`config.mk`:
```
export PLATFORM = sky130hd
export DESIGN_NAME = plst_cell
export DESIGN_NICKNAME = d
export VERILOG_FILES = /design/src/rtl/plst_pkg.sv /design/src/rtl/plst_cell.sv
export SDC_FILE = /design/constraint.sdc
export NUM_CORES = 1
export LEC_CHECK = 0
export BUFFER_PORTS_ARGS = -buffer_cell sky130_fd_sc_hd__buf_4
export CORE_AREA = 2 2 230 232
export DETAILED_ROUTE_END_ITERATION = 8
export DIE_AREA = 0 0 232 234
export GPL_ROUTABILITY_DRIVEN = 0
export PLACE_DENSITY = 0.45
export SLEW_MARGIN = 20
export SYNTH_ARGS = -nofsm -noshare
export SYNTH_HDL_FRONTEND = slang
export SYNTH_SLANG_ARGS = --single-unit
```
`constraint.sdc`:
```
create_clock -name i_clk -period 15.8 [get_ports i_clk]
set_input_delay 0.79 -clock i_clk [delete_from_list [all_inputs] [get_ports i_clk]]
set_output_delay 0.79 -clock i_clk [all_outputs]
set_load 0.01 [all_outputs]
```
`src/rtl/plst_pkg.sv`:
```
// Package for the positional list store: record, transaction and status types,
// operation codes and the cell shift commands.
// Depends on nothing; every other file of the block refers to it by scoped names.
package plst_pkg;

    // Result status codes.
    typedef enum logic [1:0] {
        ST_OK     = 2'd0,
        ST_FULL   = 2'd1,
        ST_EMPTY  = 2'd2,
        ST_BADPOS = 2'd3
    } t_status;

    // Operation codes of the input transaction.
    localparam logic [2:0] KIND_APPEND  = 3'd0;
    localparam logic [2:0] KIND_INSERT  = 3'd1;
    localparam logic [2:0] KIND_PREPEND = 3'd2;
    localparam logic [2:0] KIND_REMOVE  = 3'd3;
    localparam logic [2:0] KIND_READ    = 3'd4;

    // Command broadcast to every cell of the chain.
    typedef enum logic [1:0] {
        CELL_HOLD,
        CELL_INSERT,
        CELL_REMOVE
    } t_cell_op;

    // One stored vehicle record.
    typedef struct packed {
        logic [63:0] name_head;
        logic [47:0] name_tail;
        logic [15:0] year;
        logic [15:0] consumption;
    } t_rec;

    // Input transaction payload.
    typedef struct packed {
        logic [2:0]  kind;
        logic [5:0]  position;
        logic [63:0] name_head;
        logic [47:0] name_tail;
        logic [15:0] year;
        logic [15:0] consumption;
    } t_in_item;

    // Result transaction payload.
    typedef struct packed {
        t_status     status;
        logic [5:0]  count_now;
        logic [5:0]  free_slots;
        logic [63:0] out_name_head;
        logic [47:0] out_name_tail;
        logic [15:0] out_year;
        logic [15:0] out_consumption;
    } t_out_item;

endpackage

```
`src/rtl/plst_cell.sv`:
```
// One slot of the list chain: holds a record and takes it from its left or
// right neighbor, or from the new record, as the broadcast command says.
// Depends on plst_pkg.
module plst_cell #(
    parameter int IW       = 5,
    parameter int CELL_IDX = 0
) (
    input  logic              i_clk,
    input  plst_pkg::t_cell_op i_op,
    input  logic [IW-1:0]     i_idx,
    input  plst_pkg::t_rec    i_new,
    input  plst_pkg::t_rec    i_left,
    input  plst_pkg::t_rec    i_right,
    output plst_pkg::t_rec    o_rec
);

    localparam logic [IW-1:0] MY_IDX = IW'(CELL_IDX);

    plst_pkg::t_rec r_rec;
    plst_pkg::t_rec n_rec;

    // Slots above an insert point shift up and the slot at it takes the new
    // record; slots at and above a removal point take the entry from above.
    always_comb begin
        n_rec = r_rec;
        unique case (i_op)
            plst_pkg::CELL_INSERT: begin
                if (MY_IDX > i_idx) begin
                    n_rec = i_left;
                end else if (MY_IDX == i_idx) begin
                    n_rec = i_new;
                end
            end
            plst_pkg::CELL_REMOVE: begin
                if (MY_IDX >= i_idx) begin
                    n_rec = i_right;
                end
            end
            default: begin
                n_rec = r_rec;
            end
        endcase
    end

    // Record register; payload only, so no reset.
    always_ff @(posedge i_clk) begin
        r_rec <= n_rec;
    end

    assign o_rec = r_rec;

endmodule

```
==> results of run 1 <==
## layout make-up
type / instances / area, um^2 / area share [%]
clock buffers: 18 / 429.2 / 3.899
clock inverters: 14 / 167.7 / 1.523
multi-input cells: 148 / 1887 / 17.14
flip-flops and latches: 144 / 4324 / 39.29
well taps: 688 / 860.8 / 7.821
repair buffers: 443 / 3338 / 30.33
## metrics by stage
step	setup slack, ps	std cells	power (mW)	utilization, %	hold slack [ps]
after floorplan	3951	308	0.4910	-	1007
after global placement	12690	1423	0.5610	20.01	1092
after detailed placement	12670	1423	0.5621	20.01	1093
after CTS	13200	1455	1.009	21.16	538.9
after global routing	13130	1455	1.024	21.16	566.5
final	13230	1455	0.9765	21.16	614.2
## power groups by stage
| stage | sequential (mW) | combinational (mW) | clock (mW) |
|---|---|---|---|
| finish | 0.430 | 0.120 | 0.426 |
| floorplan | 0.442 | 0.0488 | 0 |
| global placement | 0.439 | 0.122 | 0 |
| detailed placement | 0.439 | 0.123 | 0 |
| global route | 0.431 | 0.130 | 0.464 |
| CTS | 0.430 | 0.124 | 0.454 |
## worst max-delay path, cell delays in order
cell     delay, ps
buf_4          130
nor2b_4         90
buf_4          450
buf_4          750
mux2_2         430
## worst min-delay path by stage
stage                  from         end  cells after the start
2_1_floorplan  i_right[100]  o_rec[100]                      1
3_3_place_gp   i_right[136]  o_rec[136]                      2
3_5_place_dp   i_right[133]  o_rec[133]                      2
4_1_cts          i_new[124]  o_rec[124]                      2
5_1_grt          i_new[125]  o_rec[125]                      2
6_report          i_new[46]   o_rec[46]                      2
## metal layers
| layer | wire, um | GRT usage [%] | up-vias |
|---|---|---|---|
| met3 | 3101 | 5.229 | 20 |
| met5 | 0 | 0 | - |
| met2 | 9898 | 11.79 | 284 |
| met1 | 8365 | 8.686 | 2083 |
| met4 | 436 | 4.087 | 0 |
| li1 | - | - | 2115 |
## kinds of logic after synthesis
logic type	count (synthesis)	share of synthesized area [%]
buffers and inverters	16	2.461
XOR/XNOR	1	0.1378
flip-flops	144	68.04
multiplexers	144	29.06
AND/OR/NAND/NOR	3	0.2954
## cells in the final DEF, fill, tap and decap left out
master and instances:
buf_4 442, edfxtp_1 144, mux2_2 84, mux2_4 60, clkbuf_16 17, clkinv_4 5
bufinv_16 3, clkinv_2 3, clkinvlp_4 2, nor2b_4 1, xnor2_1 1, or4_1 1
nor3_2 1, clkinv_1 1, clkbuf_1 1, buf_12 1
==> impl_metrics.yaml, run 1 <==
logic_synthesis:
  synthDistinctLibCells: 10
  synth-async-reset-ratio_pct: 0
  yosys.area.top_type: "edfxtp_1"
  synth_area_um2: 6355
  syn_area_per_cell_um2: 20.63
  ys_seq_elements: 144
  synth.most_common_cell: "edfxtp_1"
  yosys.area.top_type_share_pct: 68.04
  synthTopCellsByCount: "edfxtp_1 (144), mux2_2 (84), mux2_4 (60)"
  syn_nets: 748
  synth_edf_count: 144
  synth.yosys.seq_area_share_pct: 68.04
  syn_inst: 308
  ys.flop_type: "edfxtp_1"
  synth_area_leaders: "edfxtp_1 (68%), mux2_2 (15%), mux2_4 (14%)"
  yosysWarnings: 0
route:
  wl_mm: 21.80
  vias: 4502
  via_per_inst: 3.094
  postRouteAntennaNets: 0
  drtPass1Iterations: 4
  post-route-drc-count: 0
  wire_per_inst_um: 14.98
  drt-initial-drc-count: 117
setup_path:
  cp.required_ps: 16010
  arrival_ps: 2780
  startpoint_type: "input pin"
  cp-endpoint: "o_rec[20]"
  cp-end-kind: "flip-flop"
  crit_start: "i_op[0]"
  criticalPathCategory: "input pin to flip-flop"
  cp_max_fo: 57
cts:
  hold_buffers: 0
  ctsResizeCount: 0
  cts_sinks: 144
  cts_setup_buffers: 0
  clock_tree.root_cell: "clkbuf_16"
  tritoncts: "built"
  clk_path_buf_depth: 2
  clk_pin_slew_worst_paths_ps: 70
  htreeDepth: 4
  cts_made_buffers: 17
run:
  maxCapViolCount: 0
grt:
  grt_overflow_total: 0
  grt_pass1_wl_mm: 29.57
  grt_max_degree: 145
  antenna_found_initial: 0
  grt.total_usage_pct: 7.961
  grt_pass1_vias: 4568
pwr:
  ir_drop_mv: 0.06913
  netSwitchingFraction_pct: 22.05
  switching_power_uw: 215.3
  power.density_nw_per_um2: 88.72
  pwr-share-clk_pct: 43.6
  intPower_uw: 761.2
  power_leakage_nw: 4.492
  pwr-share-seq_pct: 44.1
  combinationalPowerShare_pct: 12.3
timing:
  hold_violations: 0
  finalCritPeriodShare_pct: 16.25
  tightest_slew_ps: 906.4
  rsz0062_at_grt: "false"
  final_max_slew_viol_count: 0
  slew_headroom_pct: 39.57
  max_freq_ghz: 0.3895
  fin_crit_ps: 2567
  setup_viol: 0
  tns_ps: 0
finish:
  n_fill_cell: 5581
  fin_area_um2: 11010
  largest_reg_flops: 144
  final_nets: 1194
  drive_above_1_share_pct: 80.70
  antenna_cells: 0
  area_growth_pct: 73.20
floorplanning:
  pin_count: 584
  dieHeight_um: 234
  rows: 84
  start_util_pct: 12.22
  die_area_um2: 54290
  die_w_um: 232
  coreArea_um2: 52020
outcome:
  status: "completed"
placed_design:
  placed_cell_area_um2: 10410
  io_buffers: 439
  dpl.hpwl_mm: 16.56
worst_hold_path:
  hold_path_class: "input pin to flip-flop"
Power figures use the tool's default switching activity.
==> run 2, diff against run 1 <==
==> constraint.sdc (replaced) <==
create_clock -name i_clk -period 2.65 [get_ports i_clk]
set_input_delay 0.1325 -clock i_clk [delete_from_list [all_inputs] [get_ports i_clk]]
set_output_delay 0.1325 -clock i_clk [all_outputs]
set_load 0.01 [all_outputs]
==> run 2 against run 1 <==
Effect of this change: via count rose by 25%; worst setup slack worse by 12000 ps; non-clock buffer count up 288.
==> impl_metrics.yaml, run 2 (same netlist as run 1, synthesis figures left out) <==
setup_path:
  arrival_ps: 1920
  cp_max_fo: 79
  startpoint_type: "input pin"
  cp.required_ps: 2870
  crit_start: "i_op[0]"
  cp-end-kind: "flip-flop"
  cp-endpoint: "o_rec[2]"
  criticalPathCategory: "input pin to flip-flop"
route:
  postRouteAntennaNets: 0
  drt-initial-drc-count: 140
  drtPass1Iterations: 4
  wire_per_inst_um: 14.09
  wl_mm: 24.55
  vias: 5608
  via_per_inst: 3.217
  post-route-drc-count: 0
cts:
  clock_tree.root_cell: "clkbuf_16"
  cts_sinks: 144
  cts_made_buffers: 17
  cts_setup_buffers: 0
  hold_buffers: 288
  htreeDepth: 4
  ctsResizeCount: 0
  clk_pin_slew_worst_paths_ps: 70
  tritoncts: "built"
  clk_path_buf_depth: 2
worst_hold_path:
  hold_path_class: "input pin to flip-flop"
grt:
  grt.total_usage_pct: 8.944
  gr-usage-met3_pct: 5.095
  grt.busiest_layer: "met2"
  grt.met1_usage_pct: 9.042
  grt_max_degree: 80
  antenna_found_initial: 1
  use_met2_pct: 15.00
  grt_overflow_total: 0
  grt_pass1_vias: 6098
  grt_pass1_wl_mm: 34.60
timing:
  fin_crit_ps: 1697
  finalCritPeriodShare_pct: 64.04
  worst_slack_ps: 952.9
  tightest_slew_ps: 656.5
  max_freq_ghz: 0.5893
  setup_viol: 0
  hold_violations: 0
  slew_headroom_pct: 56.23
  final_max_slew_viol_count: 0
  rsz0062_at_grt: "false"
floorplanning:
  start_util_pct: 12.22
  die_area_um2: 54290
  dieHeight_um: 234
  coreArea_um2: 52020
  rows: 84
  pin_count: 584
  die_w_um: 232
pwr:
  power.density_nw_per_um2: 449.0
  total_power_mw: 6.263
  ir_drop_mv: 0.3826
  power_leakage_nw: 5.720
placed_design:
  dp.cells: 1423
  io_buffers: 439
  place_ws_ps: 763.8
  dpl.hpwl_mm: 17.27
finish:
  fin_util_pct: 26.81
  regArea_um2: 4324
  antenna_cells: 0
  largest_reg_flops: 144
  drive_above_1_share_pct: 58.96
  final_common_cell: "buf_4"
  final_nets: 1482
  final_cell_mix: "buf_4 (439), dlygate4sd3_1 (288), edfxtp_1 (144)"
  area_growth_pct: 119.5
  stdcell_count: 1743
  n_fill_cell: 5340
  multi_input_area_um2: 1897
outcome:
  status: "completed"
run:
  maxCapViolCount: 0
run 2: power breakdown:
part | switching [mW] | leakage (nW) | internal, mW
clock network | 1.06 | 0.298 | 1.49
registers | 0.00938 | 1.30 | 2.56
logic | 0.292 | 4.12 | 0.856
total | 1.36 | 5.72 | 4.90
run 2: layer usage:
metal | up-vias | routed length (um) | share of wire [%]
met2 | 296 | 12050 | 49
met4 | 2 | 411 | 1.7
met1 | 2603 | 9255 | 38
met5 | - | 14 | 0.057
met3 | 18 | 2821 | 11
li1 | 2689 | - | -
run 2: critical path, stage by stage:
cell,delay (ps)
buf_4,130
nor2b_4,160
buf_12,350
mux2_2,410
dlygate4sd3_1,550
run 2: area by class of cell:
class,count,area share (%)
Clock inverter,15,1.310
Tap cell,688,6.172
Timing Repair Buffer,731,44.87
Multi-Input combinational cell,148,13.60
Clock buffer,17,3.050
Sequential cell,144,31.00
run 2: through the flow:
stage | instance area, um^2 | TNS, ps | hold slack (ps)
floorplan | 6370 | -269880 | 350.0
global placement | 10460 | 0 | 434.8
CTS | 13950 | 0 | 186.5
global route | 13950 | 0 | 214.9
detailed placement | 10460 | 0 | 435.7
finish | 13950 | 0 | 204.0
run 2: worst min path at each step:
| stage | start | end | cells past startpoint |
|---|---|---|---|
| after floorplan | i_right[100] | o_rec[100] | 1 |
| after global placement | i_new[139] | o_rec[139] | 2 |
| after detailed placement | i_right[130] | o_rec[130] | 2 |
| after CTS | i_idx[4] | o_rec[29] | 3 |
| after global routing | i_idx[4] | o_rec[29] | 3 |
| final | i_idx[4] | o_rec[8] | 3 |
