--- src/rtl/plst_pkg.sv ---
// Package for the positional list store: record, transaction and status types,
// operation codes and the cell shift commands.
// Depends on nothing; every other file of the block refers to it by scoped names.
package plst_pkg;

    // Result status codes.
    typedef enum logic [1:0] {
        ST_OK     = 2'd0,
        ST_FULL   = 2'd1,
        ST_EMPTY  = 2'd2,
        ST_BADPOS = 2'd3
    } t_status;

    // Operation codes of the input transaction.
    localparam logic [2:0] KIND_APPEND  = 3'd0;
    localparam logic [2:0] KIND_INSERT  = 3'd1;
    localparam logic [2:0] KIND_PREPEND = 3'd2;
    localparam logic [2:0] KIND_REMOVE  = 3'd3;
    localparam logic [2:0] KIND_READ    = 3'd4;

    // Command broadcast to every cell of the chain.
    typedef enum logic [1:0] {
        CELL_HOLD,
        CELL_INSERT,
        CELL_REMOVE
    } t_cell_op;

    // One stored vehicle record.
    typedef struct packed {
        logic [63:0] name_head;
        logic [47:0] name_tail;
        logic [15:0] year;
        logic [15:0] consumption;
    } t_rec;

    // Input transaction payload.
    typedef struct packed {
        logic [2:0]  kind;
        logic [5:0]  position;
        logic [63:0] name_head;
        logic [47:0] name_tail;
        logic [15:0] year;
        logic [15:0] consumption;
    } t_in_item;

    // Result transaction payload.
    typedef struct packed {
        t_status     status;
        logic [5:0]  count_now;
        logic [5:0]  free_slots;
        logic [63:0] out_name_head;
        logic [47:0] out_name_tail;
        logic [15:0] out_year;
        logic [15:0] out_consumption;
    } t_out_item;

endpackage

--- src/rtl/plst_ctrl.sv ---
// Control of the positional list store: decodes each transaction, keeps the
// entry count, drives the cell command and holds the registered result.
// Depends on plst_pkg.
module plst_ctrl #(
    parameter int CAPACITY = 32,
    parameter int IW       = 5
) (
    input  logic                i_clk,
    input  logic                i_rst_n,
    input  logic                i_in_valid,
    output logic                o_in_ready,
    input  plst_pkg::t_in_item  i_in_item,
    output logic                o_out_valid,
    input  logic                i_out_ready,
    output plst_pkg::t_out_item o_out_item,
    output plst_pkg::t_cell_op  o_cell_op,
    output logic [IW-1:0]       o_cell_idx,
    output plst_pkg::t_rec      o_new_rec,
    input  plst_pkg::t_rec      i_rd_rec
);

    localparam int CW = $clog2(CAPACITY + 1);
    localparam logic [CW-1:0] CAP_C = CW'(CAPACITY);

    logic [CW-1:0]       r_count;
    logic [CW-1:0]       n_count;
    logic                r_out_valid;
    plst_pkg::t_out_item r_out;
    plst_pkg::t_out_item n_out;

    logic                w_accept;
    logic                w_full;
    logic                w_empty;
    logic                w_pos_ok;
    logic [CW+5:0]       w_pos_wide;
    logic [CW+5:0]       w_cnt_wide;
    logic [IW+6:0]       w_pos_m1;
    logic [IW-1:0]       w_idx_pos;
    logic [CW-1:0]       w_free;
    logic [CW+5:0]       w_cnt_ext;
    logic [CW+5:0]       w_free_ext;
    logic                w_rd_ok;
    plst_pkg::t_status   w_status;
    plst_pkg::t_cell_op  w_op;

    // A new transaction enters whenever the result register is free or is
    // being emptied in the same cycle.
    assign o_in_ready = !r_out_valid || i_out_ready;
    assign w_accept   = i_in_valid && o_in_ready;

    // List condition and position checks against the current count.
    assign w_full     = r_count >= CAP_C;
    assign w_empty    = r_count == '0;
    assign w_pos_wide = {{CW{1'b0}}, i_in_item.position};
    assign w_cnt_wide = {6'b0, r_count};
    assign w_pos_ok   = (i_in_item.position != 6'd0) && (w_pos_wide <= w_cnt_wide);
    assign w_pos_m1   = {{(IW + 1){1'b0}}, i_in_item.position} - (IW + 7)'(1);
    assign w_idx_pos  = w_pos_m1[IW-1:0];

    // Operation decode: status, cell command, index and next count.
    always_comb begin
        w_status   = plst_pkg::ST_OK;
        w_op       = plst_pkg::CELL_HOLD;
        o_cell_idx = w_idx_pos;
        n_count    = r_count;
        w_rd_ok    = 1'b0;
        unique case (i_in_item.kind)
            plst_pkg::KIND_APPEND: begin
                if (w_full) begin
                    w_status = plst_pkg::ST_FULL;
                end else begin
                    w_op       = plst_pkg::CELL_INSERT;
                    o_cell_idx = r_count[IW-1:0];
                    n_count    = r_count + CW'(1);
                end
            end
            plst_pkg::KIND_INSERT: begin
                if (w_full) begin
                    w_status = plst_pkg::ST_FULL;
                end else if (w_empty) begin
                    w_status = plst_pkg::ST_EMPTY;
                end else if (!w_pos_ok) begin
                    w_status = plst_pkg::ST_BADPOS;
                end else begin
                    w_op    = plst_pkg::CELL_INSERT;
                    n_count = r_count + CW'(1);
                end
            end
            plst_pkg::KIND_PREPEND: begin
                if (w_full) begin
                    w_status = plst_pkg::ST_FULL;
                end else begin
                    w_op       = plst_pkg::CELL_INSERT;
                    o_cell_idx = '0;
                    n_count    = r_count + CW'(1);
                end
            end
            plst_pkg::KIND_REMOVE: begin
                if (w_empty) begin
                    w_status = plst_pkg::ST_EMPTY;
                end else if (!w_pos_ok) begin
                    w_status = plst_pkg::ST_BADPOS;
                end else begin
                    w_op    = plst_pkg::CELL_REMOVE;
                    n_count = r_count - CW'(1);
                end
            end
            plst_pkg::KIND_READ: begin
                if (w_empty) begin
                    w_status = plst_pkg::ST_EMPTY;
                end else if (!w_pos_ok) begin
                    w_status = plst_pkg::ST_BADPOS;
                end else begin
                    w_rd_ok = 1'b1;
                end
            end
            default: begin
                w_status = plst_pkg::ST_OK;
            end
        endcase
    end

    // Cells move only on an accepted transaction.
    assign o_cell_op = w_accept ? w_op : plst_pkg::CELL_HOLD;

    assign o_new_rec.name_head   = i_in_item.name_head;
    assign o_new_rec.name_tail   = i_in_item.name_tail;
    assign o_new_rec.year        = i_in_item.year;
    assign o_new_rec.consumption = i_in_item.consumption;

    // Result payload: counts cut to six bits, record only on a good read.
    assign w_free     = CAP_C - n_count;
    assign w_cnt_ext  = {6'b0, n_count};
    assign w_free_ext = {6'b0, w_free};

    always_comb begin
        n_out.status          = w_status;
        n_out.count_now       = w_cnt_ext[5:0];
        n_out.free_slots      = w_free_ext[5:0];
        n_out.out_name_head   = w_rd_ok ? i_rd_rec.name_head : 64'd0;
        n_out.out_name_tail   = w_rd_ok ? i_rd_rec.name_tail : 48'd0;
        n_out.out_year        = w_rd_ok ? i_rd_rec.year : 16'd0;
        n_out.out_consumption = w_rd_ok ? i_rd_rec.consumption : 16'd0;
    end

    // Control registers: entry count and result valid.
    always_ff @(posedge i_clk) begin
        if (!i_rst_n) begin
            r_count     <= '0;
            r_out_valid <= 1'b0;
        end else begin
            if (w_accept) begin
                r_count     <= n_count;
                r_out_valid <= 1'b1;
            end else if (i_out_ready) begin
                r_out_valid <= 1'b0;
            end
        end
    end

    // Result payload register.
    always_ff @(posedge i_clk) begin
        if (w_accept) begin
            r_out <= n_out;
        end
    end

    assign o_out_valid = r_out_valid;
    assign o_out_item  = r_out;

    // The count never passes the capacity.
    a_count_bound: assert property (@(posedge i_clk) disable iff (!i_rst_n)
        r_count <= CAP_C)
        else $error("entry count above capacity");

    // The count moves only with an accepted transaction.
    a_count_stable: assert property (@(posedge i_clk) disable iff (!i_rst_n)
        !w_accept |=> $stable(r_count))
        else $error("entry count changed without a transaction");

    // An append into a list with room grows it by one.
    a_append_grows: assert property (@(posedge i_clk) disable iff (!i_rst_n)
        (w_accept && i_in_item.kind == plst_pkg::KIND_APPEND && !w_full)
        |=> r_count == $past(r_count) + CW'(1))
        else $error("append did not grow the list");

    // A full status is only reported with the list at capacity.
    a_full_status: assert property (@(posedge i_clk) disable iff (!i_rst_n)
        (r_out_valid && r_out.status == plst_pkg::ST_FULL) |-> r_count == CAP_C)
        else $error("full status with room left");

    // Every accepted transaction leaves a result in the output register.
    a_result_follows: assert property (@(posedge i_clk) disable iff (!i_rst_n)
        w_accept |=> r_out_valid)
        else $error("accepted transaction produced no result");

endmodule

--- config.mk ---
export PLATFORM = sky130hd
export DESIGN_NAME = plst_ctrl
export DESIGN_NICKNAME = d
export VERILOG_FILES = /design/src/rtl/plst_pkg.sv /design/src/rtl/plst_ctrl.sv
export SDC_FILE = /design/constraint.sdc
export NUM_CORES = 1
export LEC_CHECK = 0
export BUFFER_PORTS_ARGS = -buffer_cell sky130_fd_sc_hd__buf_4
export CORE_AREA = 2 2 237 239
export DETAILED_ROUTE_END_ITERATION = 12
export DIE_AREA = 0 0 239 241
export GPL_TIMING_DRIVEN = 0
export PLACE_DENSITY = 0.39
export SLEW_MARGIN = 10
export SYNTH_ARGS = -nofsm -noshare
export SYNTH_HDL_FRONTEND = slang
export SYNTH_SLANG_ARGS = --single-unit
--- constraint.sdc ---
create_clock -name i_clk -period 6.72 [get_ports i_clk]
set_clock_uncertainty 0.05 [all_clocks]
set_input_delay 1.008 -clock i_clk [delete_from_list [all_inputs] [get_ports i_clk]]
set_output_delay 1.008 -clock i_clk [all_outputs]
set_load 0.02 [all_outputs]
==> results of run 1 <==
## sequential cells by signal, indices dropped and copies added, names as in the netlist
signal,cells
o_out_valid,1
o_out_item,157
r_count,6
## per-layer routing
| layer | up-vias | routed length [µm] | part of all wire, % |
|---|---|---|---|
| li1 | 3007 | - | - |
| met1 | 2970 | 10400 | 31 |
| met2 | 368 | 19400 | 57 |
| met3 | 26 | 3150 | 9.3 |
| met4 | 2 | 779 | 2.3 |
| met5 | - | 13 | 0.039 |
## synthesized netlist by cell type, types with 3 or more instances
cell        n  share of area, %
or3_1       3              0.24
buf_2       4              0.25
dfxtp_1     7               1.8
a211oi_1    4              0.38
buf_4     147                14
xnor2_1     5              0.55
and3_1      3              0.24
a21oi_1     8              0.50
nor2_1     21              0.99
nand3_1    10              0.63
o21ai_0     6              0.38
nand2_1    10              0.47
a31oi_1     4              0.31
edfxtp_1  157                59
inv_1      15              0.71
nor3_1      6              0.38
and2_1    146                11
clkbuf_1   20              0.94
ha_1       11               1.7
## critical path, delay by kind of cell, from the launching register on
kind	cells	cell delay, ns
flip-flops	1	0.39
adder cells (fa/ha/maj)	1	0.36
AND/OR/NAND/NOR	3	0.55
buffers and inverters	4	1.03
AO/OA/AOI/OAI	3	0.64
## where the power goes
| group | internal, W | total, W | switching, W |
|---|---|---|---|
| Clock | 0.000598 | 0.00106 | 0.000460 |
| Sequential | 0.00118 | 0.00120 | 0.0000174 |
| Combinational | 0.000272 | 0.000580 | 0.000308 |
| Total | 0.00205 | 0.00283 | 0.000785 |
## per-stage QoR
stage	setup TNS [ns]	power (W)	instances	utilization (%)	area [µm²]
6_report	0	0.00283	1836	23.8	13000
5_1_grt	0	0.00296	1836	23.8	13000
4_1_cts	0	0.00290	1835	23.8	13000
3_5_place_dp	0	0.00181	1803	22.6	12400
3_3_place_gp	-102.90	0.00182	1801	22.5	12400
2_1_floorplan	0	0.00152	631	-	7990
## final timing paths
kind                           startpoint                   endpoint  slack (ns)  depth (start not counted)
setup reg to reg  r_count[5]$_SDFFE_PN0P_  o_out_item[148]$_DFFE_PP_        2.66                         14
setup / recovery  r_count[5]$_SDFFE_PN0P_               o_cell_op[0]        2.26                         11
hold / removal    r_count[1]$_SDFFE_PN0P_    r_count[1]$_SDFFE_PN0P_        0.60                          2
hold reg to reg   r_count[1]$_SDFFE_PN0P_    r_count[1]$_SDFFE_PN0P_        0.60                          2
## cell families (layout without fill, tap and decap cells)
| family | Yosys count | in the layout | synth area share (%) |
|---|---|---|---|
| other cells | 0 | 1 | 0 |
| mux | 1 | 1 | 0.125 |
| flops | 164 | 164 | 60.8 |
| fa+ha+maj | 11 | 11 | 1.72 |
| simple gates | 214 | 214 | 16.2 |
| xor+xnor | 7 | 7 | 0.768 |
| buf+inv | 186 | 686 | 15.7 |
| compound gates | 48 | 48 | 4.69 |
## area by class of cell
| type | instances | area [µm²] |
|---|---|---|
| inverters | 15 | 63.8 |
| plain buffers | 171 | 1200 |
| flip-flops and latches | 164 | 4850 |
| clock buffers | 18 | 429 |
| fillers | 5919 | 41800 |
| repair buffers | 468 | 3540 |
| clock inverters | 14 | 191 |
| diodes | 1 | 2.50 |
| multi-input cells | 281 | 1880 |
| well taps | 704 | 881 |
==> results by group, run 1 <==
Synthesis
  • Count of cell types in the netlist: 53
  • Post-synth EDFFs: 157
  • Cells after synthesis: 631
  • Yosys Warn Count: 0
  • Synth Register Bits: 164
  • Main flop type after synthesis: edfxtp_1
  • Syn avg cell area: 12.7 µm²
  • Post-synth net total: 943
  • Sequential element share of the synthesized area: 60.8%
  • Ys async rst share: 0%
  • Cell Area, Synth: 0.00799 mm²

Clock tree
  • Clk_lat worst skew: 0.43 ns
  • Clock sinks: 164
  • H-tree levels: 4
  • Hold_buf cts: 0
  • Inserted Clock Buffers: 17
  • CTS tree: yes
  • Clock Tree Root: clkbuf_16
  • Post-CTS Setup Bufs: 0
  • Maximum buffer depth of the clock tree: 2
  • Clock transition at path regs: 0.07 ns
  • Post-CTS Resized: 0

Cells and area
  • Commonest cells after routing, fill and taps aside: 613 x buf_4, 157 x edfxtp_1, 146 x and2_1
  • Area added between synthesis and finish: 63.4%
  • Most common cell after layout, fill and taps aside: buf_4
  • Fraction of layout cells with a size suffix above 1: 58.5%
  • Final net count: 1,430

Timing
  • Min Tclk post-route: 4.46 ns
  • Final Cycle Share: 66.4%
  • Setup-failing EPs final: 0
  • Post-route setup slack: 2.26 ns
  • Relative slew slack: 39.8%
  • Final hold violation count: 0
  • FMAX: 224 MHz
  • Final hold slack: 0.595 ns
  • Actual slew at the worst max-slew pin: 0.898 ns
  • RSZ-0062 raised after global routing: false
  • Max-slew violation count: 0

Die
  • Rows: 86
  • Total Die Area: 0.0576 mm²
  • Core Area: 0.0549 mm²
  • Height of the die: 241 µm
  • Die width: 239 µm
  • # IOs: 612
  • Starting Density: 14.6%

GRT
  • Met1 usage: 9.79%
  • Overflow left after global routing: 0
  • Initial antenna violation count: 2
  • M3 GR Usage: 4.01%
  • Vias in the first global route: 6,332
  • Total GRT Usage: 10.9%
  • Top Usage Layer GRT: met2
  • First-pass GRT wire length: 44.5 mm
  • Largest net degree at the start of global routing: 86
  • Met2 usage: 22.1%

Power
  • Max VDD drop: 0.000164 V
  • Pwr Density: 217 mW/mm²
  • Leak: 5.81 nW

Setup path
  • CP Data Arrival Time: 3.40 ns
  • WS Path Type: reg -> out
  • Critical Path RT: 5.66 ns
  • Crit path capture type: output port
  • Largest stage delay, worst path: 0.39 ns
  • CP startpoint kind: register
  • Critical Path Fanout Max: 10
  • Worst path cell trace: clkbuf_1 > inv_1 > ha_1 > nand4_1 > o21bai_1 > a31oi_1 > buf_2 > o41ai_1 > nand2_1 > nor2_1 > buf_4
  • CP max-delay cell: dfxtp_1

Detailed routing
  • Residual DRC: 0
  • Drt initial violations: 256
  • Post-route ant nets: 0
  • Vias post-DR: 6,373
  • First-pass DRT Iterations: 5
  • Via-to-Cell Ratio: 3.47
  • Per-cell routed wire length: 18.3 µm
  • Final Routed Wirelength: 33.7 mm

Placement
  • Pre-CTS setup slack: 2.51 ns
  • IO buf count: 466
  • GP Congestion: 0.820
  • Dpl hpwl: 28.2 mm

Run
  • Max-cap viol count: 0

Hold path
  • Min-Delay Path Class: reg -> reg

Run status
  • Outcome: completed
No activity file was read; power rests on OpenSTA's default activity.
==> inputs of run 2 (changes only) <==
==> constraint.sdc (replaced) <==
create_clock -name i_clk -period 4.14 [get_ports i_clk]
set_clock_uncertainty 0.05 [all_clocks]
set_input_delay 0.621 -clock i_clk [delete_from_list [all_inputs] [get_ports i_clk]]
set_output_delay 0.621 -clock i_clk [all_outputs]
set_load 0.02 [all_outputs]
==> run 2 against run 1 <==
Global-route usage rose by 1.4 points. Largest cell class unchanged. Sequential power grew 62%. First-iteration DRC count up 7.8%. Final area increased by 0.35%. Non-clock buffer count increased by 3.
==> results by group, run 2 (synthesized netlist as in run 1, its figures left out) <==
Run status
  • Outcome: completed

Timing
  • Post-route setup slack: 0.413 ns
  • Final Cycle Share: 90.0%
  • FMAX: 268 MHz
  • Final hold violation count: 0
  • RSZ-0062 raised after global routing: false
  • Min Tclk post-route: 3.73 ns
  • Setup TNS: 0 ns
  • Max-slew violation count: 0
  • Setup-failing EPs final: 0
  • Relative slew slack: 41.8%
  • Actual slew at the worst max-slew pin: 0.867 ns

Placement
  • Pre-CTS setup slack: -0.0341 ns
  • IO buf count: 466
  • GP Congestion: 0.808
  • Dpl hpwl: 32.4 mm

Detailed routing
  • Final Routed Wirelength: 37.6 mm
  • Routed length on met2: 20.8 mm
  • Top routing layer in use: met5
  • Met3 WL post-DR: 4.09 mm
  • Wl on met1: 11.6 mm
  • Vias post-DR: 6,412
  • Per-cell routed wire length: 20.4 µm
  • Drt initial violations: 276
  • Post-route ant nets: 0
  • Via-to-Cell Ratio: 3.49
  • Residual DRC: 0
  • First-pass DRT Iterations: 4

Setup path
  • R2R Path End: o_out_item[148]$_DFFE_PP_
  • CP Data Arrival Time: 3.06 ns
  • Critical Path Fanout Max: 11
  • R2R Setup Slk: 0.44 ns
  • CP startpoint kind: register
  • Critical Path RT: 3.47 ns
  • Reg-to-reg critical path startpoint: r_count[5]$_SDFFE_PN0P_
  • Crit path capture type: output port
  • WS Path Type: reg -> out
  • R2R depth: 13

GRT
  • Total GRT Usage: 12.4%
  • Largest net degree at the start of global routing: 34
  • Vias in the first global route: 6,429
  • Overflow left after global routing: 0
  • Initial antenna violation count: 4
  • First-pass GRT wire length: 48.6 mm

Clock tree
  • Clock transition at path regs: 0.07 ns
  • CTS tree: yes
  • Maximum buffer depth of the clock tree: 2
  • Clock Tree Root: clkbuf_16
  • Clk_lat worst skew: 0.45 ns
  • Hold_buf cts: 0
  • H-tree levels: 4
  • Inserted Clock Buffers: 17
  • Clock sinks: 164

Hold path
  • Min-Delay Path Depth: 3
  • Hold Path Sink: r_count[5]$_SDFFE_PN0P_
  • Min-Delay Path Class: in -> reg
  • Hold wc startpoint: i_rst_n

Cells and area
  • Final net count: 1,433
  • Core utilization of the finished layout: 23.9%
  • Fraction of layout cells with a size suffix above 1: 59.1%
  • Most common cell after layout, fill and taps aside: buf_4
  • Area added between synthesis and finish: 64.0%
  • Commonest cells after routing, fill and taps aside: 613 x buf_4, 157 x edfxtp_1, 146 x and2_1
  • Max reg flops: 157

Die
  • Height of the die: 241 µm
  • # IOs: 612
  • Total Die Area: 0.0576 mm²
  • Rows: 86
  • Starting Density: 14.6%
  • Core Area: 0.0549 mm²
  • Die width: 239 µm

Power
  • Max VDD drop: 0.000265 V
  • Pwr Density: 346 mW/mm²
  • Leak: 5.83 nW

Run
  • Max-cap viol count: 0
[run 2: area by class of cell]
type	count	area, µm²
buffer	170	1200
antenna	1	2.50
tap	704	881
fill	5923	41800
sequential	164	4860
timing repair buffer	472	3610
inverter	15	60.1
clock inverter	15	155
multi-input combinational	281	1900
clock buffer	17	425
[run 2: metal layers]
| layer | vias to the layer above | GRT usage (%) |
|---|---|---|
| li1 | 3022 | - |
| met1 | 2969 | 10.8 |
| met2 | 386 | 24.2 |
| met3 | 31 | 5.36 |
| met4 | 4 | 5.40 |
| met5 | - | 0 |
[run 2: how the worst max path moves through the flow]
stage | from | end | slack, ns | depth (start not counted)
4_1_cts | r_count[5]$_SDFFE_PN0P_ | o_cell_op[0] | 0.08 | 10
5_1_grt | r_count[1]$_SDFFE_PN0P_ | o_cell_op[0] | 0.06 | 10
2_1_floorplan | i_out_ready | o_cell_op[1] | -0.29 | 4
6_report | r_count[5]$_SDFFE_PN0P_ | o_cell_op[0] | 0.41 | 10
3_3_place_gp | i_out_ready | o_cell_op[1] | -2.17 | 6
3_5_place_dp | r_count[5]$_SDFFE_PN0P_ | o_out_item[35]$_SDFFCE_PN0P_ | -0.03 | 12
[run 2: critical path: stages (launching register included)]
cell and delay [ns]:
dfxtp_2 0.48, inv_1 0.18, ha_1 0.34, nand4_1 0.13, o21bai_1 0.12, a31oi_1 0.14
buf_2 0.22, o41ai_1 0.37, nand2_1 0.22, nor2_2 0.22, buf_4 0.19
[run 2: power by group]
group          switching [W]  internal, W
combinational       0.000526     0.000452
sequential         0.0000297      0.00191
clock               0.000716     0.000892
total                0.00127      0.00326
[run 2: through the flow]
step           instances  instance area (µm²)  hold WS, ns  total power [W]
4_1_cts             1838                13100        0.341          0.00464
6_report            1839                13100        0.371          0.00453
5_1_grt             1839                13100        0.366          0.00472
2_1_floorplan        631                 8010        0.479          0.00246
3_5_place_dp        1807                12500        0.566          0.00299
3_3_place_gp        1801                12400        0.543          0.00298
[run 2: what timing repair did]
| item | in CTS | in global routing |
|---|---|---|
| gates resized for setup | 2 | 1 |
| setup buffers | 0 | 0 |
| gates cloned | 0 | 0 |
| hold endpoints to repair | 0 | 0 |
| pin swaps | 0 | 0 |
| endpoints found under the setup margin | 3 | 6 |
==> inputs of run 3 (changes only) <==
--- a/config.mk
+++ b/config.mk
@@ -5,10 +5,11 @@
 export SDC_FILE = /design/constraint.sdc
 export NUM_CORES = 1
 export LEC_CHECK = 0
+export ABC_AREA = 1
 export BUFFER_PORTS_ARGS = -buffer_cell sky130_fd_sc_hd__buf_4
-export CORE_AREA = 2 2 237 239
+export CORE_AREA = 2 2 240 242
 export DETAILED_ROUTE_END_ITERATION = 12
-export DIE_AREA = 0 0 239 241
+export DIE_AREA = 0 0 242 244
 export GPL_TIMING_DRIVEN = 0
 export PLACE_DENSITY = 0.39
 export SLEW_MARGIN = 10
==> run 3 against run 2 <==
Setup slack improved by 0.43 ns. Non-clock buffer count decreased by 10. Combinational power increased by 13%. Hold slack improved by 0.037 ns. Fmax increased by 13%. Synthesized area increased by 4.9%. Clock-buffer cell count increased by 2. Sequential share of layout area decreased by 0.97 points. Sequential power about the same. Largest cell class unchanged. Highest routed layer unchanged.
==> results by group, run 3 <==
Synthesis
  • Multiplexer share of the synthesized area: 0%
  • Share of the synthesized area in the top cell type: 56.3%
  • Main combinational cell family by area after synthesis: buffers and inverters
  • Yosys Warn Count: 0
  • Sequential element share of the synthesized area: 57.9%
  • Main flop type after synthesis: edfxtp_1
  • Adder-Cell Fraction of Synth Area: 1.64%
  • Complex-gate fraction of the synthesized area: 2.60%
  • Yosys top cell by area: edfxtp_1
  • Cell Area, Synth: 0.00838 mm²
  • Post-synth EDFFs: 157
  • Ys async rst share: 0%
  • Count of cell types in the netlist: 35
  • Synth Register Bits: 164
  • Cells after synthesis: 828
  • Count leader, synth: inv_1
  • Area contributors post-synth: edfxtp_1 56%, buf_4 14%, inv_1 7.8%, nor2_1 6.9%, nand2_1 2.5%
  • Synth Area in Simple Gates: 14.2%
  • Syn avg cell area: 10.1 µm²
  • Synth Area in XOR/XNOR: 1.15%
  • Post-synth top cells: 173 x inv_1, 157 x edfxtp_1, 155 x nor2_1, 152 x buf_4, 56 x nand2_1
  • Post-synth net total: 1,140

Timing
  • Final hold violation count: 0
  • FMAX: 304 MHz
  • Actual slew at the worst max-slew pin: 0.859 ns
  • RSZ-0062 raised after global routing: false
  • Min Tclk post-route: 3.29 ns
  • Final Cycle Share: 79.5%
  • Setup TNS: 0 ns
  • Max-slew violation count: 0
  • Final hold slack: 0.408 ns
  • Post-route setup slack: 0.847 ns
  • Setup-failing EPs final: 0
  • Relative slew slack: 42.8%

Clock tree
  • Clock sinks: 164
  • Clock transition at path regs: 0.07 ns
  • Clock Tree Root: clkbuf_16
  • Clk_lat worst skew: 0.45 ns
  • H-tree levels: 4
  • Post-CTS Resized: 0
  • CTS tree: yes
  • Post-CTS Setup Bufs: 0
  • Inserted Clock Buffers: 17
  • Maximum buffer depth of the clock tree: 2
  • Hold_buf cts: 0

Setup path
  • CP max-delay cell: dfxtp_1
  • Worst path cell trace: inv_1 > ha_1 > nand2_1 > nand2_1 > nand2_1 > nand3_2 > nand2_4 > nand3_4 > nor2_2 > nand2_1 > a21oi_1 > buf_4
  • Critical Path RT: 3.47 ns
  • Largest stage delay, worst path: 0.52 ns
  • Delay-heaviest family, CP: simple AND/OR/NAND/NOR gates
  • CP startpoint kind: register
  • CP Data Arrival Time: 2.62 ns
  • Cell mode on critical path: nand2_1
  • Critical Path Fanout Max: 8
  • Crit path capture type: output port
  • WS Path Type: reg -> out
  • WP buf/inv: 2

GRT
  • Initial antenna violation count: 1
  • First-pass GRT wire length: 48.8 mm
  • Largest net degree at the start of global routing: 87
  • Overflow left after global routing: 0
  • Vias in the first global route: 7,000
  • Total GRT Usage: 11.5%

Detailed routing
  • Vias post-DR: 7,024
  • Per-cell routed wire length: 16.9 µm
  • Drt initial violations: 236
  • Via-to-Cell Ratio: 3.37
  • Post-route ant nets: 0
  • First-pass DRT Iterations: 4
  • Final Routed Wirelength: 35.3 mm
  • Residual DRC: 0

Hold path
  • Min-Delay Path Class: in -> reg

Power
  • Sequential power share: 41.7%
  • Max VDD drop: 0.000230 V
  • Leak: 6.72 nW
  • Sw power: 0.00141 W
  • Sw Ratio: 29.8%
  • Comb power frac: 23.5%
  • Pwr Density: 351 mW/mm²
  • Internal power: 0.00332 W
  • Clk pwr share: 34.8%

Die
  • # IOs: 612
  • Height of the die: 244 µm
  • Core Area: 0.0562 mm²
  • Starting Density: 14.9%
  • Rows: 87
  • Die width: 242 µm
  • Total Die Area: 0.0590 mm²

Cells and area
  • Most common cell after layout, fill and taps aside: buf_4
  • Max reg flops: 157
  • Core utilization of the finished layout: 23.9%
  • Commonest cells after routing, fill and taps aside: 618 x buf_4, 173 x inv_1, 157 x edfxtp_1
  • Final net count: 1,626
  • Flip-flop and latch area: 0.00485 mm²
  • Fraction of layout cells with a size suffix above 1: 51.8%
  • Multi-input logic area: 0.00164 mm²
  • Area added between synthesis and finish: 60.4%
  • Fill count: 6,216
  • N_diodes: 0

Placement
  • IO buf count: 466
  • Pre-CTS setup slack: 0.975 ns
  • Dpl hpwl: 29.1 mm
  • GP Congestion: 0.847

Run status
  • Outcome: completed

Run
  • Max-cap viol count: 0
[run 3: routing by layer]
metal	global-route usage, %	part of all wire [%]
met3	4.08	8.3
met4	3.94	1.7
met5	0	0.034
met1	11.7	36
met2	21.7	54
[run 3: final cells by class]
class	count	share of cell area [%]
sequential	164	36.1
timing repair buffer	467	26.2
multi-input combinational	319	12.2
buffer	165	8.96
tap	756	7.04
inverter	180	5.10
clock buffer	19	3.22
clock inverter	13	1.11
[run 3: worst paths after layout]
path	endpoint	cells past startpoint	from	slack [ns]
min	r_count[4]$_SDFFE_PN0P_	3	i_rst_n	0.41
min reg2reg	r_count[4]$_SDFFE_PN0P_	2	r_count[4]$_SDFFE_PN0P_	0.56
max reg2reg	o_out_item[116]$_SDFFCE_PN0P_	13	r_count[2]$_SDFFE_PN0P_	1.17
max	o_cell_op[0]	12	r_count[1]$_SDFFE_PN0P_	0.85
[run 3: kinds of logic (layout without fill, tap and decap cells)]
group | count (synthesis) | count (layout)
xor gates and xnor gates | 11 | 11
adders and majority gates | 11 | 11
DFF | 164 | 164
buffers and inverters | 345 | 844
AOI/OAI and AO/OA | 37 | 37
and+or+nand+nor | 260 | 260
[run 3: power by group through the flow]
stage	clock network, W	registers (W)	logic [W]
6_report	0.00165	0.00197	0.00111
5_1_grt	0.00179	0.00198	0.00119
4_1_cts	0.00173	0.00197	0.00114
3_5_place_dp	0	0.00201	0.00113
3_3_place_gp	0	0.00202	0.00113
2_1_floorplan	0	0.00213	0.000472
[run 3: per-stage QoR]
| stage | power, W | cell area [µm²] | instances |
|---|---|---|---|
| floorplan | 0.00261 | 8380 | 828 |
| global placement | 0.00315 | 12800 | 2050 |
| detailed placement | 0.00314 | 12900 | 2051 |
| CTS | 0.00484 | 13400 | 2083 |
| global route | 0.00496 | 13400 | 2083 |
| finish | 0.00472 | 13400 | 2083 |
[run 3: worst register-to-register path: cells and delay by family (launching register included)]
kind          cells  cell delay (ns)
buf+inv           4             1.12
simple gates      8             0.88
flops             1             0.35
fa+ha+maj         1             0.29
